===== config.mk =====
export PLATFORM = sky130hd
export DESIGN_NAME = sliding_window_maximum_flat
export DESIGN_NICKNAME = d
export VERILOG_FILES = /design/src/rtl/swm_pkg.sv /design/src/rtl/swm_intf.sv /design/src/rtl/swm_ram.sv /design/src/rtl/swm_datapath.sv /design/src/rtl/swm_ctrl.sv /design/src/rtl/sliding_window_maximum.sv /design/src/flat_wrapper.sv
export SDC_FILE = /design/constraint.sdc
export NUM_CORES = 2
export LEC_CHECK = 0
export ABC_AREA = 1
export BUFFER_PORTS_ARGS = -buffer_cell sky130_fd_sc_hd__buf_2
export CAP_MARGIN = 5
export CORE_MARGIN = 2
export CORE_UTILIZATION = 55
export DETAILED_ROUTE_END_ITERATION = 16
export MAX_ROUTING_LAYER = met4
export PLACE_DENSITY = 0.72
export SLEW_MARGIN = 20
export SYNTH_ARGS = -nofsm -noshare
export SYNTH_HDL_FRONTEND = slang
export SYNTH_SLANG_ARGS = --single-unit

===== constraint.sdc =====
create_clock -name clk -period 5.9 [get_ports clk]
set_input_delay 0.59 -clock clk [delete_from_list [all_inputs] [get_ports clk]]
set_output_delay 0.59 -clock clk [all_outputs]
set_load 0.01 [all_outputs]

===== src/rtl/swm_pkg.sv =====
// Package: shared constants and controller/datapath command and status types
`default_nettype none
package swm_pkg;

  localparam int WINDOW_MAX = 64;
  localparam int ADDR_W     = $clog2(WINDOW_MAX);
  localparam int CNT_W      = ADDR_W + 1;
  localparam int DATA_W     = 32;
  localparam int WS_W       = 7;
  localparam int PADDR_W    = 3;
  localparam int PDATA_W    = 32;

  // register index, taken from paddr[2]
  localparam logic [0:0] REG_WINDOW_SIZE = 1'b0;

  typedef struct packed {
    logic accept;     // take the request, apply first flag and clamps
    logic pop;        // drop deque head
    logic rd_tail;    // address deque tail
    logic drop_tail;  // drop deque tail
    logic push;       // write sample to deque and delay line
    logic emit;       // load output register
  } swm_cmd_t;

  typedef struct packed {
    logic pop_hit;
    logic count_zero;
    logic tail_smaller;
    logic seen_full;
    logic out_free;
  } swm_stat_t;

endpackage
`default_nettype wire


===== src/rtl/swm_intf.sv =====
// Interfaces: sample request channel and result channel
`default_nettype none
interface swm_in_if;
  logic                               valid;
  logic                               ready;
  logic signed [swm_pkg::DATA_W-1:0]  sample;
  logic                               first_of_sequence;
  logic                               last_of_sequence;

  modport source (output valid, output sample, output first_of_sequence,
                  output last_of_sequence, input ready);
  modport sink   (input valid, input sample, input first_of_sequence,
                  input last_of_sequence, output ready);
endinterface

interface swm_out_if;
  logic                               valid;
  logic                               ready;
  logic signed [swm_pkg::DATA_W-1:0]  window_max;
  logic                               last_result;

  modport source (output valid, output window_max, output last_result, input ready);
  modport sink   (input valid, input window_max, input last_result, output ready);
endinterface
`default_nettype wire


===== src/rtl/swm_ram.sv =====
// Generic single-write, single-read RAM with registered read data
`default_nettype none
module swm_ram #(
  parameter int WIDTH = 32,
  parameter int DEPTH = 64
) (
  input  wire logic                     clk,
  input  wire logic                     we,
  input  wire logic [$clog2(DEPTH)-1:0] waddr,
  input  wire logic [WIDTH-1:0]         wdata,
  input  wire logic [$clog2(DEPTH)-1:0] raddr,
  output logic      [WIDTH-1:0]         rdata
);

  logic [WIDTH-1:0] mem [DEPTH];

  always_ff @(posedge clk) begin
    if (we) begin
      mem[waddr] <= wdata;
    end
    rdata <= mem[raddr];
  end

endmodule
`default_nettype wire


===== src/rtl/swm_datapath.sv =====
// Datapath: deque and delay line RAMs, pointers, counters and output register
`default_nettype none
module swm_datapath (
  input  wire logic                              clk,
  input  wire logic                              rst_n,
  input  wire logic [swm_pkg::WS_W-1:0]          window_size,
  input  wire logic signed [swm_pkg::DATA_W-1:0] in_sample,
  input  wire logic                              in_first,
  input  wire logic                              in_last,
  input  wire swm_pkg::swm_cmd_t                 cmd,
  output swm_pkg::swm_stat_t                     stat,
  output logic                                   out_valid,
  input  wire logic                              out_ready,
  output logic signed [swm_pkg::DATA_W-1:0]      out_window_max,
  output logic                                   out_last
);
  import swm_pkg::*;

  logic [DATA_W-1:0] sample_r, sample_nxt;
  logic              last_r, last_nxt;
  logic [ADDR_W-1:0] head_r, head_nxt;
  logic [CNT_W-1:0]  count_r, count_nxt;
  logic [ADDR_W-1:0] widx_r, widx_nxt;
  logic [CNT_W-1:0]  seen_r, seen_nxt;
  logic              out_valid_r, out_valid_nxt;
  logic [DATA_W-1:0] out_data_r, out_data_nxt;
  logic              out_last_r, out_last_nxt;

  logic [CNT_W-1:0]  win_w;
  logic [ADDR_W-1:0] head_base, widx_base, head_adj;
  logic [CNT_W-1:0]  seen_base, count_adj, widx_inc;
  logic              deque_full;

  logic [ADDR_W-1:0] cand_raddr, cand_waddr;
  logic [DATA_W-1:0] cand_q, rec_q;

  // window size clamped to 1..WINDOW_MAX
  always_comb begin
    if (window_size == '0) begin
      win_w = CNT_W'(1);
    end else if (CNT_W'(window_size) > CNT_W'(WINDOW_MAX)) begin
      win_w = CNT_W'(WINDOW_MAX);
    end else begin
      win_w = CNT_W'(window_size);
    end
  end

  assign cand_raddr = cmd.rd_tail ? (head_r + count_r[ADDR_W-1:0] - ADDR_W'(1)) : head_r;

  assign deque_full = (count_r >= CNT_W'(WINDOW_MAX));
  assign head_adj   = deque_full ? (head_r + ADDR_W'(1)) : head_r;
  assign count_adj  = deque_full ? (count_r - CNT_W'(1)) : count_r;
  assign cand_waddr = head_adj + count_adj[ADDR_W-1:0];
  assign widx_inc   = CNT_W'(widx_r) + CNT_W'(1);

  assign head_base = in_first ? '0 : head_r;
  assign widx_base = in_first ? '0 : widx_r;
  assign seen_base = in_first ? '0 : seen_r;

  swm_ram #(.WIDTH(DATA_W), .DEPTH(WINDOW_MAX)) u_cand_ram (
    .clk   (clk),
    .we    (cmd.push),
    .waddr (cand_waddr),
    .wdata (sample_r),
    .raddr (cand_raddr),
    .rdata (cand_q)
  );

  swm_ram #(.WIDTH(DATA_W), .DEPTH(WINDOW_MAX)) u_rec_ram (
    .clk   (clk),
    .we    (cmd.push),
    .waddr (widx_r),
    .wdata (sample_r),
    .raddr (widx_r),
    .rdata (rec_q)
  );

  always_comb begin
    sample_nxt    = sample_r;
    last_nxt      = last_r;
    head_nxt      = head_r;
    count_nxt     = count_r;
    widx_nxt      = widx_r;
    seen_nxt      = seen_r;
    out_valid_nxt = out_valid_r;
    out_data_nxt  = out_data_r;
    out_last_nxt  = out_last_r;

    if (cmd.accept) begin
      sample_nxt = in_sample;
      last_nxt   = in_last;
      head_nxt   = head_base;
      count_nxt  = in_first ? '0 : count_r;
      widx_nxt   = (CNT_W'(widx_base) >= win_w) ? '0 : widx_base;
      seen_nxt   = (seen_base > win_w) ? win_w : seen_base;
    end
    if (cmd.pop) begin
      head_nxt  = head_r + ADDR_W'(1);
      count_nxt = count_r - CNT_W'(1);
    end
    if (cmd.drop_tail) begin
      count_nxt = count_r - CNT_W'(1);
    end
    if (cmd.push) begin
      head_nxt  = head_adj;
      count_nxt = count_adj + CNT_W'(1);
      widx_nxt  = (widx_inc >= win_w) ? '0 : widx_inc[ADDR_W-1:0];
      seen_nxt  = (seen_r < win_w) ? (seen_r + CNT_W'(1)) : seen_r;
    end

    if (cmd.emit) begin
      out_valid_nxt = 1'b1;
      out_data_nxt  = cand_q;
      out_last_nxt  = last_r;
    end else if (out_ready) begin
      out_valid_nxt = 1'b0;
    end
  end

  always_ff @(posedge clk) begin
    if (!rst_n) begin
      head_r      <= '0;
      count_r     <= '0;
      widx_r      <= '0;
      seen_r      <= '0;
      out_valid_r <= 1'b0;
    end else begin
      head_r      <= head_nxt;
      count_r     <= count_nxt;
      widx_r      <= widx_nxt;
      seen_r      <= seen_nxt;
      out_valid_r <= out_valid_nxt;
    end
  end

  always_ff @(posedge clk) begin
    sample_r   <= sample_nxt;
    last_r     <= last_nxt;
    out_data_r <= out_data_nxt;
    out_last_r <= out_last_nxt;
  end

  assign stat.pop_hit      = (seen_r == win_w) && (count_r != '0) && (cand_q == rec_q);
  assign stat.count_zero   = (count_r == '0);
  assign stat.tail_smaller = ($signed(sample_r) > $signed(cand_q));
  assign stat.seen_full    = (seen_r == win_w);
  assign stat.out_free     = !out_valid_r || out_ready;

  assign out_valid      = out_valid_r;
  assign out_window_max = $signed(out_data_r);
  assign out_last       = out_last_r;

endmodule
`default_nettype wire


===== src/rtl/swm_ctrl.sv =====
// Controller: sequences head check, tail removal loop, push and result emission
`default_nettype none
module swm_ctrl (
  input  wire logic               clk,
  input  wire logic               rst_n,
  input  wire logic               in_valid,
  output logic                    in_ready,
  input  wire swm_pkg::swm_stat_t stat,
  output swm_pkg::swm_cmd_t       cmd
);
  import swm_pkg::*;

  typedef enum logic [7:0] {
    S_IDLE = 8'b0000_0001,
    S_RDH  = 8'b0000_0010,
    S_POP  = 8'b0000_0100,
    S_TAIL = 8'b0000_1000,
    S_CMP  = 8'b0001_0000,
    S_PUSH = 8'b0010_0000,
    S_RDO  = 8'b0100_0000,
    S_EMIT = 8'b1000_0000
  } state_t;

  state_t state_r, state_nxt;

  always_comb begin
    cmd       = '0;
    state_nxt = state_r;
    case (state_r)
      S_IDLE: begin
        if (in_valid) begin
          cmd.accept = 1'b1;
          state_nxt  = S_RDH;
        end
      end
      S_RDH: begin
        state_nxt = S_POP;
      end
      S_POP: begin
        cmd.pop   = stat.pop_hit;
        state_nxt = S_TAIL;
      end
      S_TAIL: begin
        if (stat.count_zero) begin
          state_nxt = S_PUSH;
        end else begin
          cmd.rd_tail = 1'b1;
          state_nxt   = S_CMP;
        end
      end
      S_CMP: begin
        if (stat.tail_smaller) begin
          cmd.drop_tail = 1'b1;
          state_nxt     = S_TAIL;
        end else begin
          state_nxt = S_PUSH;
        end
      end
      S_PUSH: begin
        cmd.push  = 1'b1;
        state_nxt = S_RDO;
      end
      S_RDO: begin
        state_nxt = stat.seen_full ? S_EMIT : S_IDLE;
      end
      S_EMIT: begin
        if (stat.out_free) begin
          cmd.emit  = 1'b1;
          state_nxt = S_IDLE;
        end
      end
      default: begin
        state_nxt = S_IDLE;
      end
    endcase
  end

  always_ff @(posedge clk) begin
    if (!rst_n) begin
      state_r <= S_IDLE;
    end else begin
      state_r <= state_nxt;
    end
  end

  assign in_ready = (state_r == S_IDLE);

endmodule
`default_nettype wire


===== src/rtl/sliding_window_maximum.sv =====
// Top level: sliding window maximum with APB window size register
//
// Usage:
//   in_req  : sample requests (sample, first_of_sequence, last_of_sequence),
//             accepted when valid and ready are both high.
//   out_res : results (window_max, last_result), one per sample once the
//             sequence has delivered window_size samples, none before.
//   cfg_*   : APB register window_size at address 0 (1..64, 0 acts as 1,
//             above 64 acts as 64). Write only while the block is idle.
// Timing:
//   Each sample steps from acceptance through head read, head check, a loop
//   over the deque tail, push, output read and, once the window is full,
//   emission, which waits for a stalled output register; ready is high
//   again only when the controller is back in idle. Each step of the tail
//   loop does one registered candidate RAM read; the loop removes smaller
//   candidates until the deque is empty or one at least as large stays.
//   A result is loaded at the edge where ready returns.
// Reset: synchronous, active low; deque empty, count zero, window size 1.
//   RAM contents are not cleared and no clearing pass is needed.
// Back-pressure: a result waits in the output register; the next sample is
//   accepted meanwhile and only its own emission waits for the register.
`default_nettype none
module sliding_window_maximum (
  input  wire logic                          clk,
  input  wire logic                          rst_n,
  swm_in_if.sink                             in_req,
  swm_out_if.source                          out_res,
  input  wire logic                          cfg_psel,
  input  wire logic                          cfg_penable,
  input  wire logic                          cfg_pwrite,
  input  wire logic [swm_pkg::PADDR_W-1:0]   cfg_paddr,
  input  wire logic [swm_pkg::PDATA_W-1:0]   cfg_pwdata,
  output logic      [swm_pkg::PDATA_W-1:0]   cfg_prdata,
  output logic                               cfg_pready
);
  import swm_pkg::*;

  logic [WS_W-1:0] window_size_r, window_size_nxt;
  logic            reg_sel;
  swm_cmd_t        cmd;
  swm_stat_t       stat;

  assign reg_sel    = (cfg_paddr[PADDR_W-1] == REG_WINDOW_SIZE);
  assign cfg_pready = 1'b1;
  assign cfg_prdata = reg_sel ? PDATA_W'(window_size_r) : '0;

  always_comb begin
    window_size_nxt = window_size_r;
    if (cfg_psel && cfg_penable && cfg_pwrite && reg_sel) begin
      window_size_nxt = cfg_pwdata[WS_W-1:0];
    end
  end

  always_ff @(posedge clk) begin
    if (!rst_n) begin
      window_size_r <= WS_W'(1);
    end else begin
      window_size_r <= window_size_nxt;
    end
  end

  swm_ctrl u_ctrl (
    .clk      (clk),
    .rst_n    (rst_n),
    .in_valid (in_req.valid),
    .in_ready (in_req.ready),
    .stat     (stat),
    .cmd      (cmd)
  );

  swm_datapath u_dp (
    .clk            (clk),
    .rst_n          (rst_n),
    .window_size    (window_size_r),
    .in_sample      (in_req.sample),
    .in_first       (in_req.first_of_sequence),
    .in_last        (in_req.last_of_sequence),
    .cmd            (cmd),
    .stat           (stat),
    .out_valid      (out_res.valid),
    .out_ready      (out_res.ready),
    .out_window_max (out_res.window_max),
    .out_last       (out_res.last_result)
  );

endmodule
`default_nettype wire


===== src/flat_wrapper.sv =====
// flat-port wrapper written by rule: the top's interface ports become plain ports
module sliding_window_maximum_flat import swm_pkg::*;
  (clk, rst_n, cfg_psel, cfg_penable, cfg_pwrite, cfg_paddr, cfg_pwdata, cfg_prdata, cfg_pready, in_req_valid, in_req_sample, in_req_first_of_sequence, in_req_last_of_sequence, in_req_ready, out_res_valid, out_res_window_max, out_res_last_result, out_res_ready);
  swm_in_if in_req_i ();
  swm_out_if out_res_i ();
  input  wire logic clk;
  input  wire logic rst_n;
  input  wire logic cfg_psel;
  input  wire logic cfg_penable;
  input  wire logic cfg_pwrite;
  input  wire logic [swm_pkg::PADDR_W-1:0] cfg_paddr;
  input  wire logic [swm_pkg::PDATA_W-1:0] cfg_pwdata;
  output logic      [swm_pkg::PDATA_W-1:0] cfg_prdata;
  output logic cfg_pready;
  input wire logic [$bits(in_req_i.valid)-1:0] in_req_valid;
  input wire logic [$bits(in_req_i.sample)-1:0] in_req_sample;
  input wire logic [$bits(in_req_i.first_of_sequence)-1:0] in_req_first_of_sequence;
  input wire logic [$bits(in_req_i.last_of_sequence)-1:0] in_req_last_of_sequence;
  output wire logic [$bits(in_req_i.ready)-1:0] in_req_ready;
  output wire logic [$bits(out_res_i.valid)-1:0] out_res_valid;
  output wire logic [$bits(out_res_i.window_max)-1:0] out_res_window_max;
  output wire logic [$bits(out_res_i.last_result)-1:0] out_res_last_result;
  input wire logic [$bits(out_res_i.ready)-1:0] out_res_ready;
  assign in_req_i.valid = in_req_valid;
  assign in_req_i.sample = in_req_sample;
  assign in_req_i.first_of_sequence = in_req_first_of_sequence;
  assign in_req_i.last_of_sequence = in_req_last_of_sequence;
  assign in_req_ready = in_req_i.ready;
  assign out_res_valid = out_res_i.valid;
  assign out_res_window_max = out_res_i.window_max;
  assign out_res_last_result = out_res_i.last_result;
  assign out_res_i.ready = out_res_ready;
  sliding_window_maximum u_core (.clk(clk), .rst_n(rst_n), .in_req(in_req_i), .out_res(out_res_i), .cfg_psel(cfg_psel), .cfg_penable(cfg_penable), .cfg_pwrite(cfg_pwrite), .cfg_paddr(cfg_paddr), .cfg_pwdata(cfg_pwdata), .cfg_prdata(cfg_prdata), .cfg_pready(cfg_pready));
endmodule

==> results.py <==
metrics = {
    "run_status": {
        "outcome": "completed",
    },
    "power_and_ir_drop": {
        "power_mw": 60.7,
        "switching_share_pct": 20.4,
        "leakagePower_nw": 70.9,
        "power_density_nw_per_um2": 316,
        "switchingPower_mw": 12.4,
        "pwr-share-seq_pct": 55.3,
        "vdd_drop_max_mv": 0.303,
        "combPwrFrac_pct": 1.9,
        "clock_power_share_pct": 42.8,
        "internal_power_mw": 48.3,
    },
    "critical_path": {
        "start_kind": "flop",
        "cp.required_ps": 6550,
        "cpMaxStageDelayCell": "nor2_4",
        "critPathMaxFanout": 13,
        "path_delay_family": "simple AND/OR/NAND/NOR gates",
        "crit_buf_inv": 2,
        "rrSetupSlack_ps": 1130,
        "r2r-end": "u_core.u_dp.u_cand_ram.mem[23][4]",
        "slowest_delay_ps": 800,
        "cp_cell_sequence": "inv_1 > ha_1 > o21ai_0 > ha_1 > nand2_1 > o21ai_0 > a21oi_1 > o21bai_1 > xor2_1 > nand3_1 > nor2_4 > buf_4",
        "r2r_cells": 12,
        "critPathArrivalTime_ps": 5430,
        "timing.rr.start": "u_core.u_dp.count_r[0]",
        "critPathKind": "flop to flop",
        "endpoint_kind": "flop",
    },
    "run": {
        "maxCapViolations": 0,
    },
    "timing": {
        "skew_ps": 53.1,
        "drv_slew": 0,
        "rsz0062_at_grt": "no",
        "setup_viol": 0,
        "tightest_slew_ps": 1230,
        "fin_crit_ps": 4770,
        "fin_crit_sh_pct": 80.9,
        "hold_viol": 0,
        "postLayoutSetupSlackWorst_ps": 1130,
        "setup_tns_ps": 0,
        "slew-limit-headroom_pct": 17.4,
        "max_freq_mhz": 210,
    },
    "synth": {
        "synth_most_common_cell": "nand2_1",
        "synth-seq-cells": 4268,
        "synth-edff-count": 4162,
        "yosysSeqAreaShare_pct": 74.4,
        "syn-cell-area_um2": 171000,
        "syn_avg_cell_area_um2": 12.3,
        "synth-async-reset-ratio_pct": 0,
        "synth_area_leaders": "edfxtp_1 (73%), nand2_1 (9.3%), nand3_1 (4.6%)",
        "synth_area_leader_cell": "edfxtp_1",
        "ys.flop_type": "edfxtp_1",
        "synth_top_area_share_pct": 73.2,
        "synthCells": 13863,
        "synth_warnings": 0,
        "synthTopCellsByCount": "nand2_1 (4251), edfxtp_1 (4162), nand3_1 (1572)",
        "synth_cell_type_count": 52,
    },
    "clock_network": {
        "ctsResizeCount": 0,
        "htreeDepth": 5,
        "clock_latency_ps": 990,
        "numCtsBuffers": 415,
        "post-cts-setup-buffers": 0,
        "hold_buffers": 41,
        "clock_sinks": 4268,
        "tritoncts": "yes",
        "clk_pin_slew_worst_paths_ps": 60,
        "clock_path_buffers": 4,
        "clock-root-buffer": "clkbuf_16",
    },
    "floorplanning": {
        "die_w_um": 561,
        "dieArea_um2": 315000,
        "die_y_um": 561,
        "std_cell_rows": 204,
        "io-pin-count": 144,
        "core_um2": 309000,
        "start_util_pct": 55.3,
    },
    "placed_design": {
        "io_buffers": 90,
        "placed_cells": 17754,
        "post-place-ws_ps": 1150,
        "dp_hpwl_mm": 265,
        "globalplace.congestion": 0.932,
    },
    "drt": {
        "num_vias": 110646,
        "wl_per_cell_um": 25.9,
        "viasPerCell": 5.96,
        "drt_first_pass_iters": 7,
        "drc": 0,
        "ant_nets": 0,
        "drt-initial-drc-count": 15807,
        "drt-total-wl_mm": 481,
    },
    "worst_hold_path": {
        "min-delay-start": "in_req_valid",
        "hold_end": "u_core.u_ctrl.state_r[6]",
        "min_path_type": "input pin to flop",
        "hold_depth": 5,
    },
    "global_route": {
        "grt-ovfl-total": 0,
        "grt_usage_pct": 31.0,
        "grt_pass1_wl_mm": 694,
        "antenna_found_initial": 15,
        "grt_pass1_vias": 104772,
        "grt_max_degree": 130,
    },
    "finish": {
        "post-route-util_pct": 62.1,
        "finalNetCount": 14248,
        "syn2layout_area_growth_pct": 12.4,
        "layout.cells.non_filler": 18573,
        "fill_cells": 22331,
        "drive_gt1_share_pct": 8.52,
    },
}
flip-flops by register name (all words and copies together), names as in the netlist:
signal	cells
u_core.u_ctrl.state_r	8
u_core.u_dp.count_r	7
u_core.u_dp.head_r	6
u_core.u_dp.last_r	1
u_core.u_dp.out_last	1
u_core.u_dp.out_valid	1
u_core.u_dp.out_window_max	32
u_core.u_dp.sample_r	32
u_core.u_dp.seen_r	7
u_core.u_dp.u_cand_ram.mem	2048
u_core.u_dp.u_cand_ram.rdata	32
u_core.u_dp.u_rec_ram.mem	2048
u_core.u_dp.u_rec_ram.rdata	32
u_core.u_dp.widx_r	6
u_core.window_size_r	7
per-layer routing:
layer  global-route usage [%]  part of all wire (%)  vias to the layer above
li1                         -                     -                    48810
met1                     39.6                    36                    53761
met2                     47.6                    46                     6854
met3                     5.00                    11                     1221
met4                     17.8                   6.7                        0
met5                        -                     0                        -
power by group through the flow:
stage | Combinational [mW] | Clock [mW] | Sequential, mW
floorplan | 0.184 | 0 | 34.5
global placement | 1.08 | 0 | 34.2
detailed placement | 1.11 | 0 | 34.2
CTS | 1.13 | 26.1 | 33.6
global route | 1.22 | 27.3 | 33.5
finish | 1.16 | 26.0 | 33.6
cell families (layout without fill, tap and decap cells):
logic type,after synthesis,count (layout),synth area share (%)
simple gates,6457,6457,15.8
flops,4268,4268,74.4
buf+inv,2088,2641,4.93
compound gates,920,920,3.97
fa+ha+maj,79,79,0.588
xor+xnor,49,49,0.251
other cells,2,39,0.00440
stage by stage:
stage	cell area (µm²)	hold slack, ps
final	192000	77.7
after global routing	192000	83.4
after CTS	192000	8.96
after detailed placement	178000	406
after global placement	178000	405
after floorplan	171000	400
worst register-to-register path, cell delays in order (launching register included):
cell and delay [ps]:
dfxtp_1 360, inv_1 100, ha_1 320, o21ai_0 580, ha_1 250, nand2_1 40
o21ai_0 320, a21oi_1 120, o21bai_1 250, xor2_1 290, nand3_1 680, nor2_4 810
buf_4 350
placed cells by master (no fill, tap or decap), types with 133 or more instances in the layout:
cell type  count
nand2_1     4251
edfxtp_1    4162
nand3_1     1571
inv_1       1338
clkbuf_16    420
buf_4        316
a22oi_1      287
nand4_1      272
a221oi_1     197
nor2_1       171
nor2_4       133
how the worst max path moves through the flow:
stage | endpoint | slack (ps) | depth (start not counted) | startpoint
after floorplan | u_core.u_dp.u_cand_ram.mem[0][0] | 1660 | 13 | u_core.u_dp.count_r[0]
after global placement | u_core.u_dp.u_cand_ram.mem[23][25] | 1220 | 12 | u_core.u_dp.count_r[0]
after detailed placement | u_core.u_dp.u_cand_ram.mem[23][25] | 1150 | 12 | u_core.u_dp.count_r[0]
after CTS | u_core.u_dp.u_cand_ram.mem[23][4] | 1100 | 12 | u_core.u_dp.count_r[0]
after global routing | u_core.u_dp.u_cand_ram.mem[23][4] | 760 | 12 | u_core.u_dp.count_r[0]
final | u_core.u_dp.u_cand_ram.mem[23][4] | 1130 | 12 | u_core.u_dp.count_r[0]
layout make-up:
type,instances,area [µm²],area share [%]
flip-flops and latches,4268,127000,66.2
diodes,13,32.5,0.0170
clock buffers,530,11000,5.75
inverters,1357,5160,2.69
multi-input cells,7531,36400,19.0
clock inverters,234,2240,1.17
well taps,4120,5150,2.69
repair buffers,520,4720,2.46
Note: power is estimated with default switching activity, not from simulation.
